<file path="config.mk">
export PLATFORM = sky130hd
export DESIGN_NAME = lz4_block_sequence_parser_top
export DESIGN_NICKNAME = d
export VERILOG_FILES = /design/src/hdl/lz4bsp_pkg.sv /design/src/hdl/lz4bsp_front.sv /design/src/hdl/lz4bsp_queue.sv /design/src/hdl/lz4bsp_back.sv /design/src/hdl/lz4_block_sequence_parser_top.sv
export SDC_FILE = /design/constraint.sdc
export NUM_CORES = 1
export LEC_CHECK = 0
export ABC_AREA = 1
export BUFFER_PORTS_ARGS = -buffer_cell sky130_fd_sc_hd__buf_4
export CAP_MARGIN = 25
export CELL_PAD_IN_SITES_DETAIL_PLACEMENT = 0
export CELL_PAD_IN_SITES_GLOBAL_PLACEMENT = 2
export CORE_MARGIN = 3
export CORE_UTILIZATION = 39
export DETAILED_ROUTE_END_ITERATION = 8
export PLACE_DENSITY = 0.75
export SKIP_LAST_GASP = 1
export SYNTH_ARGS = -nofsm -noshare
export SYNTH_HDL_FRONTEND = slang
export SYNTH_SLANG_ARGS = --single-unit
</file>
<file path="constraint.sdc">
create_clock -name clock -period 7.6 [get_ports clock]
set_clock_uncertainty 0.05 [all_clocks]
set_input_delay 0.76 -clock clock [delete_from_list [all_inputs] [get_ports clock]]
set_output_delay 0.76 -clock clock [all_outputs]
set_load 0.01 [all_outputs]
</file>
<file path="src/hdl/lz4bsp_pkg.sv">
// ----------------------------------------------------------------------------
// lz4bsp_pkg
// Types and constants shared by the LZ4 block sequence parser modules.
// ----------------------------------------------------------------------------
package lz4bsp_pkg;

   // Field widths
   localparam int ByteW   = 8;
   localparam int PosW    = 22;
   localparam int LitLenW = 23;
   localparam int OffW    = 16;
   localparam int MatchW  = 24;

   // Saturation limits and token constants
   localparam logic [PosW-1:0]    PosMax      = '1;
   localparam logic [LitLenW-1:0] LitWidthMax = '1;
   localparam logic [MatchW-1:0]  MatchMax    = '1;
   localparam logic [3:0]         NibbleExt   = 4'hF;
   localparam logic [ByteW-1:0]   ByteExt     = 8'hFF;
   localparam logic [3:0]         MatchMinLen = 4'd4;
   localparam logic [MatchW-1:0]  MatchExtBase = 24'd19;

   // Queue between front and back
   localparam int QueueDepth = 4;
   localparam int QPtrW      = $clog2(QueueDepth);
   localparam int QCntW      = $clog2(QueueDepth + 1);

   // Output stream packing
   localparam int RspDataW = 88;

   // Status codes
   localparam logic StatusOk        = 1'b0;
   localparam logic StatusTruncated = 1'b1;

   // Parse phases
   typedef enum logic [2:0] {
      PhToken,
      PhLitExt,
      PhLits,
      PhOffLo,
      PhOffHi,
      PhMExt
   } phase_type;

   // One classified byte as it travels from front to back
   typedef struct packed {
      logic [ByteW-1:0] data_byte;
      logic             block_last;
      logic             is_ext;
      logic [PosW-1:0]  position;
   } q_item_type;

   // One sequence command
   typedef struct packed {
      logic               status;
      logic               block_done;
      logic [MatchW-1:0]  match_length;
      logic [OffW-1:0]    match_offset;
      logic               has_match;
      logic [LitLenW-1:0] literal_length;
      logic [PosW-1:0]    literal_start;
   } cmd_type;

endpackage

</file>
<file path="src/hdl/lz4bsp_front.sv">
// ----------------------------------------------------------------------------
// lz4bsp_front
// Accepts compressed bytes, tags each with its position in the block and
// whether it extends a length, and pushes it into the queue.
// ----------------------------------------------------------------------------
module lz4bsp_front
   import lz4bsp_pkg::*;
(
   input  logic             clock,
   input  logic             reset,
   input  logic             req_tvalid,
   output logic             req_tready,
   input  logic [7:0]       req_tdata,   // [7:0] data_byte
   input  logic             req_tlast,   // block_last
   input  logic             q_full,
   output logic             q_push,
   output q_item_type       q_item
);

   logic [PosW-1:0] pos_ff;
   logic [PosW-1:0] pos_in;

   assign req_tready = !q_full;
   assign q_push     = req_tvalid && !q_full;

   // Classify the byte
   always_comb begin
      q_item.data_byte  = req_tdata;
      q_item.block_last = req_tlast;
      q_item.is_ext     = (req_tdata == ByteExt);
      q_item.position   = pos_ff;
   end

   // Advance the position, saturating; restart at each block end
   always_comb begin
      pos_in = pos_ff;
      if (q_push) begin
         if (req_tlast) begin
            pos_in = '0;
         end else if (pos_ff != PosMax) begin
            pos_in = pos_ff + 1'b1;
         end
      end
   end

   always_ff @(posedge clock) begin
      if (reset) begin
         pos_ff <= '0;
      end else begin
         pos_ff <= pos_in;
      end
   end

endmodule

</file>
<file path="src/hdl/lz4bsp_queue.sv">
// ----------------------------------------------------------------------------
// lz4bsp_queue
// Short first-in first-out queue of classified bytes between front and back.
// ----------------------------------------------------------------------------
module lz4bsp_queue
   import lz4bsp_pkg::*;
(
   input  logic       clock,
   input  logic       reset,
   input  logic       push,
   input  q_item_type push_item,
   output logic       full,
   input  logic       pop,
   output logic       head_valid,
   output q_item_type head_item
);

   q_item_type         entries_ff [QueueDepth];
   logic [QPtrW-1:0]   wr_ptr_ff;
   logic [QPtrW-1:0]   rd_ptr_ff;
   logic [QCntW-1:0]   count_ff;
   logic [QCntW-1:0]   count_in;

   assign full       = (count_ff == QCntW'(QueueDepth));
   assign head_valid = (count_ff != '0);
   assign head_item  = entries_ff[rd_ptr_ff];

   // Track fill level
   always_comb begin
      count_in = count_ff;
      if (push && !pop) begin
         count_in = count_ff + 1'b1;
      end else if (pop && !push) begin
         count_in = count_ff - 1'b1;
      end
   end

   // Store entries
   always_ff @(posedge clock) begin
      if (push) begin
         entries_ff[wr_ptr_ff] <= push_item;
      end
   end

   // Advance pointers
   always_ff @(posedge clock) begin
      if (reset) begin
         wr_ptr_ff <= '0;
         rd_ptr_ff <= '0;
         count_ff  <= '0;
      end else begin
         if (push) begin
            wr_ptr_ff <= wr_ptr_ff + 1'b1;
         end
         if (pop) begin
            rd_ptr_ff <= rd_ptr_ff + 1'b1;
         end
         count_ff <= count_in;
      end
   end

endmodule

</file>
<file path="src/hdl/lz4bsp_back.sv">
// ----------------------------------------------------------------------------
// lz4bsp_back
// Parses queued bytes into sequences and holds each command in an output
// register until the consumer takes it.
// ----------------------------------------------------------------------------
module lz4bsp_back
   import lz4bsp_pkg::*;
#(
   parameter int MAX_BLOCK_BYTES = 4194304
)
(
   input  logic       clock,
   input  logic       reset,
   input  logic       head_valid,
   input  q_item_type head_item,
   output logic       pop,
   output logic       rsp_tvalid,
   input  logic       rsp_tready,
   output cmd_type    rsp_cmd
);

   localparam logic [LitLenW-1:0] LitCap =
      (MAX_BLOCK_BYTES > int'(LitWidthMax)) ? LitWidthMax : LitLenW'(MAX_BLOCK_BYTES);

   phase_type          phase_ff, phase_in;
   logic [3:0]         match_nib_ff, match_nib_in;
   logic [LitLenW-1:0] lit_accum_ff, lit_accum_in;
   logic [LitLenW-1:0] lit_rem_ff, lit_rem_in;
   logic [PosW-1:0]    lit_begin_ff, lit_begin_in;
   logic [ByteW-1:0]   off_lo_ff, off_lo_in;
   logic [OffW-1:0]    offset_ff, offset_in;
   logic [MatchW-1:0]  match_accum_ff, match_accum_in;
   logic               rsp_valid_ff;
   cmd_type            rsp_cmd_ff, cmd_in;
   logic               emit;

   logic [ByteW-1:0]   b;
   logic [3:0]         lit_nib;
   logic [PosW-1:0]    pos_next;
   logic [LitLenW:0]   lit_sum;
   logic [LitLenW-1:0] lit_sat;
   logic [MatchW:0]    match_sum;
   logic [MatchW-1:0]  match_sat;

   assign pop        = head_valid && (!rsp_valid_ff || rsp_tready);
   assign rsp_tvalid = rsp_valid_ff;
   assign rsp_cmd    = rsp_cmd_ff;

   // Shared arithmetic on the head byte
   always_comb begin
      b         = head_item.data_byte;
      lit_nib   = b[7:4];
      pos_next  = (head_item.position == PosMax) ? PosMax : head_item.position + 1'b1;
      lit_sum   = {1'b0, lit_accum_ff} + (LitLenW+1)'(b);
      lit_sat   = (lit_sum > {1'b0, LitCap}) ? LitCap : lit_sum[LitLenW-1:0];
      match_sum = {1'b0, match_accum_ff} + (MatchW+1)'(b);
      match_sat = match_sum[MatchW] ? MatchMax : match_sum[MatchW-1:0];
   end

   // Next parse phase
   always_comb begin
      phase_in = phase_ff;
      unique case (phase_ff)
         PhToken: begin
            if (lit_nib == NibbleExt) begin
               phase_in = PhLitExt;
            end else if (lit_nib != '0) begin
               phase_in = PhLits;
            end else begin
               phase_in = PhOffLo;
            end
         end
         PhLitExt: begin
            if (!head_item.is_ext) begin
               phase_in = (lit_sat != '0) ? PhLits : PhOffLo;
            end
         end
         PhLits: begin
            if (lit_rem_ff <= LitLenW'(1)) begin
               phase_in = PhOffLo;
            end
         end
         PhOffLo: phase_in = PhOffHi;
         PhOffHi: phase_in = (match_nib_ff == NibbleExt) ? PhMExt : PhToken;
         PhMExt: begin
            if (!head_item.is_ext) begin
               phase_in = PhToken;
            end
         end
         default: phase_in = PhToken;
      endcase
      if (head_item.block_last) begin
         phase_in = PhToken;
      end
   end

   // Field updates and command build
   always_comb begin
      match_nib_in   = match_nib_ff;
      lit_accum_in   = lit_accum_ff;
      lit_rem_in     = lit_rem_ff;
      lit_begin_in   = lit_begin_ff;
      off_lo_in      = off_lo_ff;
      offset_in      = offset_ff;
      match_accum_in = match_accum_ff;
      emit           = 1'b0;
      cmd_in         = '0;
      unique case (phase_ff)
         PhToken: begin
            match_nib_in = b[3:0];
            if (lit_nib == NibbleExt) begin
               lit_begin_in = '0;
               lit_accum_in = LitLenW'(15);
            end else begin
               lit_begin_in = pos_next;
               lit_accum_in = LitLenW'(lit_nib);
               lit_rem_in   = LitLenW'(lit_nib);
            end
         end
         PhLitExt: begin
            lit_accum_in = lit_sat;
            if (!head_item.is_ext) begin
               lit_begin_in = pos_next;
               lit_rem_in   = lit_sat;
            end
         end
         PhLits: begin
            if (lit_rem_ff != '0) begin
               lit_rem_in = lit_rem_ff - 1'b1;
            end
         end
         PhOffLo: off_lo_in = b;
         PhOffHi: begin
            offset_in = {b, off_lo_ff};
            if (match_nib_ff == NibbleExt) begin
               match_accum_in = MatchExtBase;
            end else begin
               emit                = 1'b1;
               cmd_in.has_match    = 1'b1;
               cmd_in.match_offset = {b, off_lo_ff};
               cmd_in.match_length = MatchW'(match_nib_ff) + MatchW'(MatchMinLen);
            end
         end
         PhMExt: begin
            match_accum_in = match_sat;
            if (!head_item.is_ext) begin
               emit                = 1'b1;
               cmd_in.has_match    = 1'b1;
               cmd_in.match_offset = offset_ff;
               cmd_in.match_length = match_sat;
            end
         end
         default: begin
            match_nib_in = match_nib_ff;
         end
      endcase
      cmd_in.literal_start  = lit_begin_in;
      cmd_in.literal_length = lit_accum_in;
      cmd_in.block_done     = head_item.block_last;
      cmd_in.status         = StatusOk;
      // Close the block: final literal-only command or truncation report
      if (head_item.block_last && !emit) begin
         emit = 1'b1;
         if (phase_ff == PhToken && lit_nib != NibbleExt && lit_nib == '0) begin
            cmd_in.status = StatusOk;
         end else if (phase_ff == PhLitExt && !head_item.is_ext && lit_sat == '0) begin
            cmd_in.status = StatusOk;
         end else if (phase_ff == PhLits && lit_rem_ff <= LitLenW'(1)) begin
            cmd_in.status = StatusOk;
         end else begin
            cmd_in.status = StatusTruncated;
         end
      end
   end

   // Parser state
   always_ff @(posedge clock) begin
      if (reset) begin
         phase_ff <= PhToken;
      end else if (pop) begin
         phase_ff <= phase_in;
      end
   end

   always_ff @(posedge clock) begin
      if (pop) begin
         match_nib_ff   <= match_nib_in;
         lit_accum_ff   <= lit_accum_in;
         lit_rem_ff     <= lit_rem_in;
         lit_begin_ff   <= lit_begin_in;
         off_lo_ff      <= off_lo_in;
         offset_ff      <= offset_in;
         match_accum_ff <= match_accum_in;
      end
   end

   // Output register: load on emit, drop when taken
   always_ff @(posedge clock) begin
      if (reset) begin
         rsp_valid_ff <= 1'b0;
      end else if (pop && emit) begin
         rsp_valid_ff <= 1'b1;
      end else if (rsp_tready) begin
         rsp_valid_ff <= 1'b0;
      end
   end

   always_ff @(posedge clock) begin
      if (pop && emit) begin
         rsp_cmd_ff <= cmd_in;
      end
   end

endmodule

</file>
<file path="src/hdl/lz4_block_sequence_parser_top.sv">
// ----------------------------------------------------------------------------
// lz4_block_sequence_parser_top
// Parses an LZ4 compressed block, one byte per transaction, into sequence
// commands. A byte passes through the queue to the back; the command it ends
// is held in the output register. Throughput: 1 byte per cycle, set by the
// single-byte parse step in the back, while the output register is empty or
// taken. A 4-entry queue decouples byte intake from command output stalls.
// Reset (synchronous, active high) empties the queue and output register
// and returns the parser to expecting a token at position zero.
// ----------------------------------------------------------------------------
module lz4_block_sequence_parser_top
   import lz4bsp_pkg::*;
#(
   parameter int MAX_BLOCK_BYTES = 4194304
)
(
   input  logic                clock,
   input  logic                reset,
   input  logic                req_tvalid,
   output logic                req_tready,
   input  logic [7:0]          req_tdata,   // [7:0] data_byte
   input  logic                req_tlast,   // block_last
   output logic                rsp_tvalid,
   input  logic                rsp_tready,
   output logic [RspDataW-1:0] rsp_tdata,   // literal_start, literal_length,
                                            // has_match, match_offset,
                                            // match_length, zero pad
   output logic                rsp_tlast,   // block_done
   output logic                rsp_tuser    // status
);

   logic       q_full;
   logic       q_push;
   q_item_type q_item;
   logic       q_pop;
   logic       q_head_valid;
   q_item_type q_head;
   cmd_type    cmd;

   lz4bsp_front u_front (
      .clock      (clock),
      .reset      (reset),
      .req_tvalid (req_tvalid),
      .req_tready (req_tready),
      .req_tdata  (req_tdata),
      .req_tlast  (req_tlast),
      .q_full     (q_full),
      .q_push     (q_push),
      .q_item     (q_item)
   );

   lz4bsp_queue u_queue (
      .clock      (clock),
      .reset      (reset),
      .push       (q_push),
      .push_item  (q_item),
      .full       (q_full),
      .pop        (q_pop),
      .head_valid (q_head_valid),
      .head_item  (q_head)
   );

   lz4bsp_back #(
      .MAX_BLOCK_BYTES (MAX_BLOCK_BYTES)
   ) u_back (
      .clock      (clock),
      .reset      (reset),
      .head_valid (q_head_valid),
      .head_item  (q_head),
      .pop        (q_pop),
      .rsp_tvalid (rsp_tvalid),
      .rsp_tready (rsp_tready),
      .rsp_cmd    (cmd)
   );

   // Pack the command onto the stream
   assign rsp_tdata = {2'b00, cmd.match_length, cmd.match_offset, cmd.has_match,
                       cmd.literal_length, cmd.literal_start};
   assign rsp_tlast = cmd.block_done;
   assign rsp_tuser = cmd.status;

endmodule

</file>
==> qor.yml, run 1 <==
yosys:
  synth-edff-count: 336
  synth_top_area_frac: 0.564
  ys_ff_latch: 371
  yosysUniqueCellTypes: 65
  synth-main-ff-cell: "edfxtp_1"
  synthCells: 1764
  ys_seq_area_frac: 0.604
  synth-async-reset-ratio: 0
  ys_warn_count: 0
  syn_area_um2: 17900
  avgSynthCellArea_um2: 10.1
  synthTopCellsByArea: "edfxtp_1 (56%), nand2_1 (8.9%), dfxtp_1 (3.9%), inv_1 (3.8%), nor2_1 (3.6%)"
  yosysTopAreaCell: "edfxtp_1"
worst_setup_path:
  path_buf_inv: 2
  worstSetupEndpointType: "flip-flop"
  worstPathCellList: "inv_6 > o21ai_0 > o22ai_1 > ha_1 > fa_1 > nand3_1 > nand2_1 > nand2_2 > nand2_2 > nand2_1 > inv_1 > nand2_2 > xnor2_2 > nor2_1 > nand3b_1 > nor2_1 > nand2_1 > nand2_2 > nand3b_1 > nand2_1"
  crit_family: "simple AND/OR/NAND/NOR gates"
  max_stage_delay_ps: 480
  critPathLaunchType: "flip-flop"
  reg2reg_slack_ps: 3010
  reg2reg_to: "u_back.rsp_cmd[29]"
  worstSetupPathDepth: 20
  critPathKind: "reg -> reg"
  crit_arrival_ps: 4850
  crit_required_ps: 7860
  crit_end: "u_back.rsp_cmd[29]"
  reg2reg_depth: 20
  cpMaxStageDelayCell: "o22ai_1"
  worst-path-max-fanout: 60
grt:
  grt_pass1_wl_um: 71600
  grt_max_degree: 61
  grt_usage: 0.193
  grt_pass1_vias: 12500
  grt_remaining_overflow: 0
  antenna_found_initial: 0
clock_network:
  clock-root-buffer: "clkbuf_16"
  cts.sinks: 371
  ctsHoldBuffers: 0
  cts_tree: "yes"
  cts.clk_slew.worst_paths_ps: 60
  cts_inserted_buffers: 41
  postCtsSetupRepairBufs: 0
  clock_path_buffers: 3
  htree_levels: 2
  clock_latency_ps: 580
  postCtsResizedCells: 0
floorplan:
  start_util: 0.400
  die_h_um: 220
  die_w_um: 220
  pin_count: 105
  die_area_um2: 48400
  fp-row-count: 77
  coreArea_um2: 44700
finish:
  layout.cells.non_filler: 2504
  antenna_cells: 0
  finalInstanceArea_um2: 20600
  final_layout_size_suffix_gt1_frac: 0.150
  area_growth_pct: 15.4
  nets: 1921
detailed_routing:
  drc_errors: 0
  via_count: 12600
  dr.pass1.iters: 5
  drtIter0Drc: 738
  viasPerCell: 5.01
  routedWlPerCell_um: 18.6
  ant_nets: 0
  postRouteWirelength_um: 46600
place:
  dpl.cell_count: 2427
  io_buffer_count: 102
  place_area_um2: 19200
  gp_congestion: 0.811
  dp_worst_setup_slack_ps: 2970
  post-dp-hpwl_um: 32900
flow_run:
  maxCapViolCount: 0
timing:
  fin_crit_ps: 4590
  slew_headroom: 0.357
  whs_ps: 347
  finalMaxSlewViolations: 0
  worstMarginPinSlew_ps: 963
  post-route-period-util: 0.604
  rsz0062_at_grt: "no"
  setup_tns_ps: 0
  clock.fmax_mhz: 218
  final_hold_viol_count: 0
  setup_violations: 0
  setup_ws_ps: 3010
hold_path:
  holdCritPathClass: "in -> reg"
power_and_ir_drop:
  leakage_nw: 8.35
  power.density_nw_per_um2: 470
  irDropWorstVdd_mv: 0.222
run_status:
  run_status: "complete, no violations"
-- routing by layer --
metal	global-route usage	wire length, um	vias up
met3	0.0335	2030	72
met4	0.0496	970	0
met5	0	0	-
li1	-	-	6287
met1	0.262	21600	5952
met2	0.325	21900	241
-- cell type report --
| cell class | instances | area, um^2 |
|---|---|---|
| Clock buffer | 48 | 1100 |
| Sequential cell | 371 | 10800 |
| Multi-Input combinational cell | 1158 | 6040 |
| Inverter | 189 | 717 |
| Clock inverter | 28 | 342 |
| Tap cell | 592 | 741 |
| Fill cell | 4308 | 24100 |
| Timing Repair Buffer | 118 | 906 |
-- report_power, final --
| group | switching (mW) | leakage, nW | total [mW] | internal [mW] |
|---|---|---|---|---|
| clock | 0.864 | 0.708 | 2.09 | 1.23 |
| combinational | 2.78 | 4.09 | 4.06 | 1.27 |
| sequential | 0.352 | 3.54 | 3.56 | 3.20 |
-- synthesized netlist by cell type, drive strengths merged (3+ instances only) --
cell type and n:
o22a 4, nand2 441, inv 189, nand3b 12
nand4 34, or2 11, a21o 14, edfxtp 336
nor4 11, xor2 26, a31oi 4, a22o 20
ha 26, fa 3, nor3b 4, clkbuf 8
a21oi 65, nor3 31, o21ai 85, dfxtp 35
buf 37, o22ai 7, a211oi 7, nand3 142
nor2 181, and2 6, xnor2 8
-- worst register-to-register path: cells and delay by family (launching register included) --
family          cells  cell delay, ps
fa+ha+maj           2             760
compound gates      2             620
buf+inv             2             510
xor+xnor            1             290
simple gates       13            1670
flops               1             440
-- per-stage QoR --
step | utilization | total power, mW
after global routing | 0.462 | 10.4
after global placement | 0.429 | 7.68
final | 0.462 | 9.71
after detailed placement | 0.429 | 7.68
after CTS | 0.461 | 9.82
after floorplan | - | 6.22
-- flip-flops by register name, indices dropped and copies added, names as in the netlist, named ones only --
signal                 flops
u_back.lit_accum_ff       23
u_back.lit_begin_ff       22
u_back.lit_rem_ff         23
u_back.match_accum_ff     24
u_back.match_nib_ff        4
u_back.off_lo_ff           8
u_back.offset_ff          16
u_back.phase_ff            3
u_back.rsp_cmd            88
u_back.rsp_tvalid          1
u_front.pos_ff            22
u_queue.count_ff           3
u_queue.entries_ff       128
u_queue.rd_ptr_ff          2
u_queue.wr_ptr_ff          2
-- worst min path at each step --
stage,startpoint,endpoint,slack (ps),cells after the start
6_report,req_tdata[1],u_queue.entries_ff[3][25],350,1
3_3_place_gp,u_back.off_lo_ff[3],u_back.offset_ff[3],390,0
2_1_floorplan,u_back.off_lo_ff[0],u_back.offset_ff[0],380,0
5_1_grt,req_tdata[2],u_queue.entries_ff[2][26],320,1
3_5_place_dp,u_back.off_lo_ff[3],u_back.offset_ff[3],400,0
4_1_cts,req_tdata[1],u_queue.entries_ff[2][25],300,1
-- cell usage in the layout, fill, tap and decap left out, drive strengths merged, types with 7 or more instances in the layout --
cell and instances:
xnor2 8, edfxtp 336, a21o 14, nand2 441, o21ai 85, nand3 142, ha 26, a22o 20
inv 193, a21oi 65, a211oi 7, nor4 11, clkinv 17, nor3 31, buf 118, nand4 34
nand3b 12, clkbuf 48, dfxtp 35, xor2 26, or2 11, o22ai 7, nor2 181
-- cells by family after synthesis --
kind of cell,synth area share
simple gates,0.223
flops,0.604
buf+inv,0.0612
compound gates,0.0736
xor+xnor,0.0171
fa+ha+maj,0.0216
other cells,0.000210
Note: power is estimated with default switching activity, not from simulation.
==> run 2: changes to the inputs <==
CORE_UTILIZATION = 36   (was 39)
PLACE_DENSITY = 0.73   (was 0.75)
clock period = 4 ns   (was 7.6 ns; I/O delays follow)
==> run 2 against run 1 <==
  * Total power is 90% higher
  * Final cell count is 4.0% higher
  * Non-clock buffer count is 28 higher
  * Critical endpoint is now u_back.rsp_cmd[34]
  * Maximum frequency is 27% higher
  * Worst hold slack worse by 310 ps
  * Clock power is 84% higher
  * Largest cell class unchanged
  * Sequential power is 88% higher
==> qor.yml, run 2 (synthesis results as in run 1) <==
clock_network:
  clock_latency_ps: 580  # about the same
  clock_path_buffers: 3  # unchanged
  cts.sinks: 371  # unchanged
  clock-root-buffer: "clkbuf_16"
  htree_levels: 2  # unchanged
  cts_tree: "yes"
  cts_inserted_buffers: 41  # unchanged
  cts.clk_slew.worst_paths_ps: 60  # about the same
finish:
  post-route-util: 0.427  # -0.0344
  layout_common_cells: "nand2_1 (422), edfxtp_1 (336), inv_1 (178), nor2_1 (166), buf_4 (136)"
  fill_cells: 4766  # +11%
  mostFrequentLayoutCell: "nand2_1"
  largest_reg_flops: 128  # unchanged
  regMostFlops: "u_queue.entries_ff"
  antenna_cells: 0  # unchanged
  final_layout_size_suffix_gt1_frac: 0.156  # +0.00660
  area_growth_pct: 17.0
  nets: 1949  # +1.5%
  finalInstanceArea_um2: 20900  # +1.3%
detailed_routing:
  via_count: 12800  # +1.8%
  postRouteWirelength_um: 47600  # +2.3%
  ant_nets: 0  # unchanged
  drc_errors: 0  # unchanged
  routedWlPerCell_um: 18.3  # -1.6%
  dr.pass1.iters: 5  # unchanged
  drtIter0Drc: 848  # +15%
  viasPerCell: 4.91  # -2.1%
floorplan:
  start_util: 0.365  # -0.0347
  die_area_um2: 52400  # +8.1%
  die_w_um: 229  # +4.0%
  fp-row-count: 81  # +5.2%
  pin_count: 105  # unchanged
  die_h_um: 229  # +4.0%
  coreArea_um2: 49000  # +9.5%
worst_setup_path:
  worstSetupEndpointType: "flip-flop"
  worstPathCellList: "buf_4 > o21ai_0 > o22ai_1 > ha_1 > nand2_1 > nand2_1 > inv_2 > nand2_1 > nand2_2 > nand2_2 > nand2_1 > xor2_1 > nand3_1 > nand3b_1 > nor2_1 > nand2_1 > nand2_2 > buf_12 > nand3_2 > nand2_1"
  worst-path-max-fanout: 17  # -72%
  crit_arrival_ps: 4000  # -850 ps
  cpMaxStageDelayCell: "dfxtp_2"
  crit_required_ps: 4370  # -3490 ps
  path_buf_inv: 3  # +1
  cp_common_cell: "nand2_1"
  critPathLaunchType: "flip-flop"
  crit_family: "simple AND/OR/NAND/NOR gates"
  critPathKind: "reg -> reg"
  max_stage_delay_ps: 420  # -60 ps
flow_run:
  maxCapViolCount: 0  # unchanged
power_and_ir_drop:
  leakage_nw: 8.45  # +1.2%
  irDropWorstVdd_mv: 0.348  # +57%
  power.total_mw: 18.5  # +90%
  power.density_nw_per_um2: 883  # +88%
timing:
  rsz0062_at_grt: "no"
  worstMarginPinSlew_ps: 986  # +22.6 ps
  fin_crit_ps: 3630  # -963 ps
  slew_headroom: 0.342  # -0.0151
  clock.fmax_mhz: 276  # +27%
  setup_tns_ps: 0  # unchanged
  setup_violations: 0  # unchanged
  finalMaxSlewViolations: 0  # unchanged
  setup_ws_ps: 374  # -2640 ps
  final_hold_viol_count: 0  # unchanged
  post-route-period-util: 0.906  # +0.303
place:
  post-dp-hpwl_um: 33800  # +2.8%
  gp_congestion: 0.820  # +1.0%
  dp_worst_setup_slack_ps: 248  # -2720 ps
  place_area_um2: 19400  # +1.3%
  io_buffer_count: 102  # unchanged
grt:
  grt_remaining_overflow: 0  # unchanged
  antenna_found_initial: 0  # unchanged
  grt_pass1_vias: 12700  # +1.8%
  grt_usage: 0.181  # -0.0122
  grt_pass1_wl_um: 73900  # +3.3%
  grt_max_degree: 71  # +16%
run_status:
  run_status: "complete, no violations"
hold_path:
  holdCritPathClass: "in -> reg"
==> run 2: cell types whose count changed in the layout (fill, tap and decap cells not counted), moves of 2 or more <==
cell and change:
dlygate4sd3_1 +7, buf_4 +19, buf_12 +2, clkbuf_8 -2
clkbuf_1 +6, clkinv_4 -2
==> run 2: layout make-up <==
class	instances	area (um^2)	area share
Clock inverter	23	251	0.0120
Multi-Input combinational cell	1158	6040	0.289
Tap cell	664	831	0.0397
Timing Repair Buffer	146	1160	0.0554
Clock buffer	53	1120	0.0537
Inverter	189	718	0.0343
Sequential cell	371	10800	0.516
==> run 2: power breakdown <==
group | internal [mW] | switching (mW) | total (mW)
Clock | 2.26 | 1.58 | 3.84
Sequential | 6.07 | 0.610 | 6.69
Combinational | 2.61 | 5.33 | 7.94
Total | 10.9 | 7.52 | 18.5
==> run 2: metrics by stage <==
step,std cells,hold WS [ps]
2_1_floorplan,1765,377
3_3_place_gp,2519,390
3_5_place_dp,2519,397
4_1_cts,2602,10.2
5_1_grt,2604,14.9
6_report,2604,37.1
==> run 2: metal layers <==
| layer | GRT usage | up-vias | share of wire | routed length (um) |
|---|---|---|---|---|
| li1 | - | 6353 | - | - |
| met1 | 0.241 | 6171 | 0.46 | 22000 |
| met2 | 0.310 | 203 | 0.48 | 23000 |
| met3 | 0.0318 | 49 | 0.038 | 1830 |
| met4 | 0.0427 | 0 | 0.018 | 855 |
| met5 | 0 | - | 0 | 0 |
==> run 2: worst paths after layout <==
| kind | cells past startpoint | slack [ps] | start | end |
|---|---|---|---|---|
| worst min-delay path | 1 | 40 | req_tdata[3] | u_queue.entries_ff[3][27] |
| worst max-delay path | 20 | 370 | flip-flop | u_back.rsp_cmd[34] |
| worst min register to register | 0 | 410 | u_back.off_lo_ff[2] | u_back.offset_ff[2] |
| worst max register to register | 20 | 370 | flip-flop | u_back.rsp_cmd[34] |
==> run 2: timing repair <==
| item | 4_1_cts | 5_1_grt |
|---|---|---|
| endpoints found under the setup margin | 0 | 44 |
| gates resized for setup | 0 | 2 |
| setup buffers | 0 | 0 |
| hold endpoints to repair | 25 | 0 |
| hold buffers | 7 | 0 |
==> run 3: changes to the inputs <==
CAP_MARGIN = 40   (was 25)
RECOVER_POWER = 50   (was unset)
==> run 3 against run 2 <==
  * The flow now finishes with violations (capacitance limit, slew limit)
  * Largest power group unchanged
  * Critical path depth fell by 3
  * Sequential share of layout area rose by 1.1 points
  * Utilization fell by 0.87 points
  * Flip-flop and latch count did not move
  * Clock power barely moved
  * Routed wire length fell by 0.23%
  * Non-clock buffer count rose by 1
  * Sequential power barely moved
  * Die area did not move
  * Combinational power fell by 5.3%
  * Worst hold slack improved by 68 ps
==> qor.yml, run 3 (synthesis results as in run 1) <==
run_status:
  run_status: "finished, violations left"
  violations: "capacitance limit, slew limit"
worst_setup_path:
  crit_arrival_ps: 4020  # +20 ps
  worstSetupEndpointType: "flip-flop"
  critPathKind: "reg -> reg"
  reg2reg_slack_ps: 260  # -110 ps
  max_stage_delay_ps: 420  # about the same
  reg2reg_depth: 17  # -15%
  cpMaxStageDelayCell: "dfxtp_2"
  crit_required_ps: 4280  # -90 ps
  reg2reg_to: "u_back.rsp_cmd[81]"
  critPathLaunchType: "flip-flop"
  worst-path-max-fanout: 17  # unchanged
  cp_common_cell: "nand2_1"
  worstPathCellList: "buf_4 > o21ai_0 > o22ai_1 > clkbuf_1 > ha_1 > a21oi_1 > o21a_1 > nand2_1 > nand2_1 > a21oi_2 > nand2_1 > nor2_2 > nand2_1 > o21ai_0 > nand3b_1 > nand2_1 > inv_1"
  path_buf_inv: 3  # unchanged
  crit_family: "compound AO/OA/AOI/OAI gates"
power_and_ir_drop:
  irDropWorstVdd_mv: 0.347  # about the same
  p_sw_frac: 0.416  # +0.00807
  pwr-share-comb: 0.417  # -0.013
  leakage_nw: 8.05  # -4.7%
  p_int_mw: 10.5  # -3.6%
  seqPwrFrac: 0.371  # +0.009
  p_clk_frac: 0.212  # +0.004
  netSwitchingPower_mw: 7.50  # -0.37%
  power.density_nw_per_um2: 880  # -0.28%
floorplan:
  pin_count: 105  # unchanged
  start_util: 0.365  # unchanged
  fp-row-count: 81  # unchanged
  die_h_um: 229  # unchanged
  die_w_um: 229  # unchanged
  die_area_um2: 52400  # unchanged
  coreArea_um2: 49000  # unchanged
grt:
  grt_pass1_wl_um: 73900  # about the same
  grt_pass1_vias: 12800  # +0.52%
  grt_usage: 0.181  # -0.000667
  grt_max_degree: 48  # -32%
  global_route.usage.met1: 0.238  # -0.00224
  grt_most_used_layer: "met2"
  globalRouteMet3Util: 0.0332  # +0.00137
  grt_remaining_overflow: 0  # unchanged
  grt_use_met2: 0.312  # +0.00170
  antenna_found_initial: 0  # unchanged
finish:
  layout_common_cells: "nand2_1 (424), edfxtp_1 (336), inv_1 (179), nor2_1 (166), nand3_1 (120)"
  mostFrequentLayoutCell: "nand2_1"
  area_growth_pct: 14.6
  antenna_cells: 0  # unchanged
  nets: 1950  # +0.051%
  largest_reg_flops: 128  # unchanged
  final_layout_size_suffix_gt1_frac: 0.0989  # -0.0573
  regMostFlops: "u_queue.entries_ff"
timing:
  setup_tns_ps: 0  # unchanged
  worstMarginPinSlew_ps: 2220  # +1240 ps
  finalMaxSlewViolations: 80  # +80
  clock.fmax_mhz: 267  # -3.0%
  setup_violations: 0  # unchanged
  slew_headroom: -0.481  # -0.823
  rsz0062_at_grt: "no"
  whs_ps: 105  # +68.0 ps
  fin_crit_ps: 3740  # +113 ps
  post-route-period-util: 0.935  # +0.0283
  final_hold_viol_count: 0  # unchanged
flow_run:
  maxCapViolCount: 3  # +3
clock_network:
  cts_tree: "yes"
  clock_latency_ps: 580  # about the same
  clock_path_buffers: 3  # unchanged
  cts.sinks: 371  # unchanged
  htree_levels: 2  # unchanged
  cts.clk_slew.worst_paths_ps: 60  # about the same
  clock-root-buffer: "clkbuf_16"
  cts_inserted_buffers: 41  # unchanged
place:
  gp_congestion: 0.820  # unchanged
  post-dp-hpwl_um: 34100  # +0.90%
  io_buffer_count: 102  # unchanged
detailed_routing:
  ant_nets: 0  # unchanged
  via_count: 12800  # +0.20%
  routedWlPerCell_um: 18.2  # -0.27%
  drc_errors: 0  # unchanged
  drtIter0Drc: 743  # -12%
  dr.pass1.iters: 5  # unchanged
  postRouteWirelength_um: 47500  # -0.23%
  viasPerCell: 4.91  # +0.17%
hold_path:
  min_from: "reset"
  hold_path_depth: 2  # +1
  holdCritPathClass: "in -> reg"
  hold_end: "u_back.phase_ff[2]"
==> run 3: changes by cell type in the layout (fill, tap and decap cells not counted), sizes merged <==
cell,before,now
buf,139,28
clkinvlp,3,2
clkinv,15,19
clkbuf,53,162
==> run 3: how the worst max path moves through the flow <==
stage | endpoint | slack [ps] | cells after the start
floorplan | u_back.match_accum_ff[0] | 80 | 4
global placement | u_back.rsp_cmd[81] | 310 | 19
detailed placement | u_back.rsp_cmd[41] | 240 | 19
CTS | u_back.rsp_cmd[31] | 210 | 19
global route | u_back.rsp_cmd[81] | 20 | 17
finish | u_back.rsp_cmd[81] | 260 | 17
==> run 3: routing by layer <==
layer / share of wire / wire length, um
met4: 0.017 / 814
met2: 0.49 / 23100
met1: 0.46 / 21800
met3: 0.039 / 1850
met5: 0 / 0
==> run 3: layout make-up <==
type	instances	area (um^2)
Clock buffer	50	1100
Tap cell	664	831
Multi-Input combinational cell	1158	6020
Clock inverter	26	268
Sequential cell	371	10800
Fill cell	4854	28500
Inverter	189	718
Timing Repair Buffer	147	758
==> run 3: what timing repair did <==
action,4_1_cts,5_1_grt
hold buffers,7,0
setup endpoints to repair,0,42
endpoints found under the hold margin,25,0
setup buffers,0,0
gates resized for setup,0,2
==> run 3: through the flow <==
step	cells	cell area (um^2)	utilization	setup WS (ps)	power [mW]
2_1_floorplan	1765	17900	-	78.8	11.8
3_3_place_gp	2519	19400	0.397	310	14.7
3_5_place_dp	2522	19500	0.398	244	14.8
4_1_cts	2605	20900	0.427	210	18.7
5_1_grt	2605	20500	0.419	15.0	19.4
6_report	2605	20500	0.419	261	18.0
==> run 3: power by group through the flow <==
stage	registers, mW	clock network, mW	logic, mW
finish	6.68	3.83	7.52
global route	6.81	4.11	8.44
floorplan	6.84	0	4.95
CTS	6.69	3.94	8.11
detailed placement	6.76	0	8.06
global placement	6.78	0	7.93
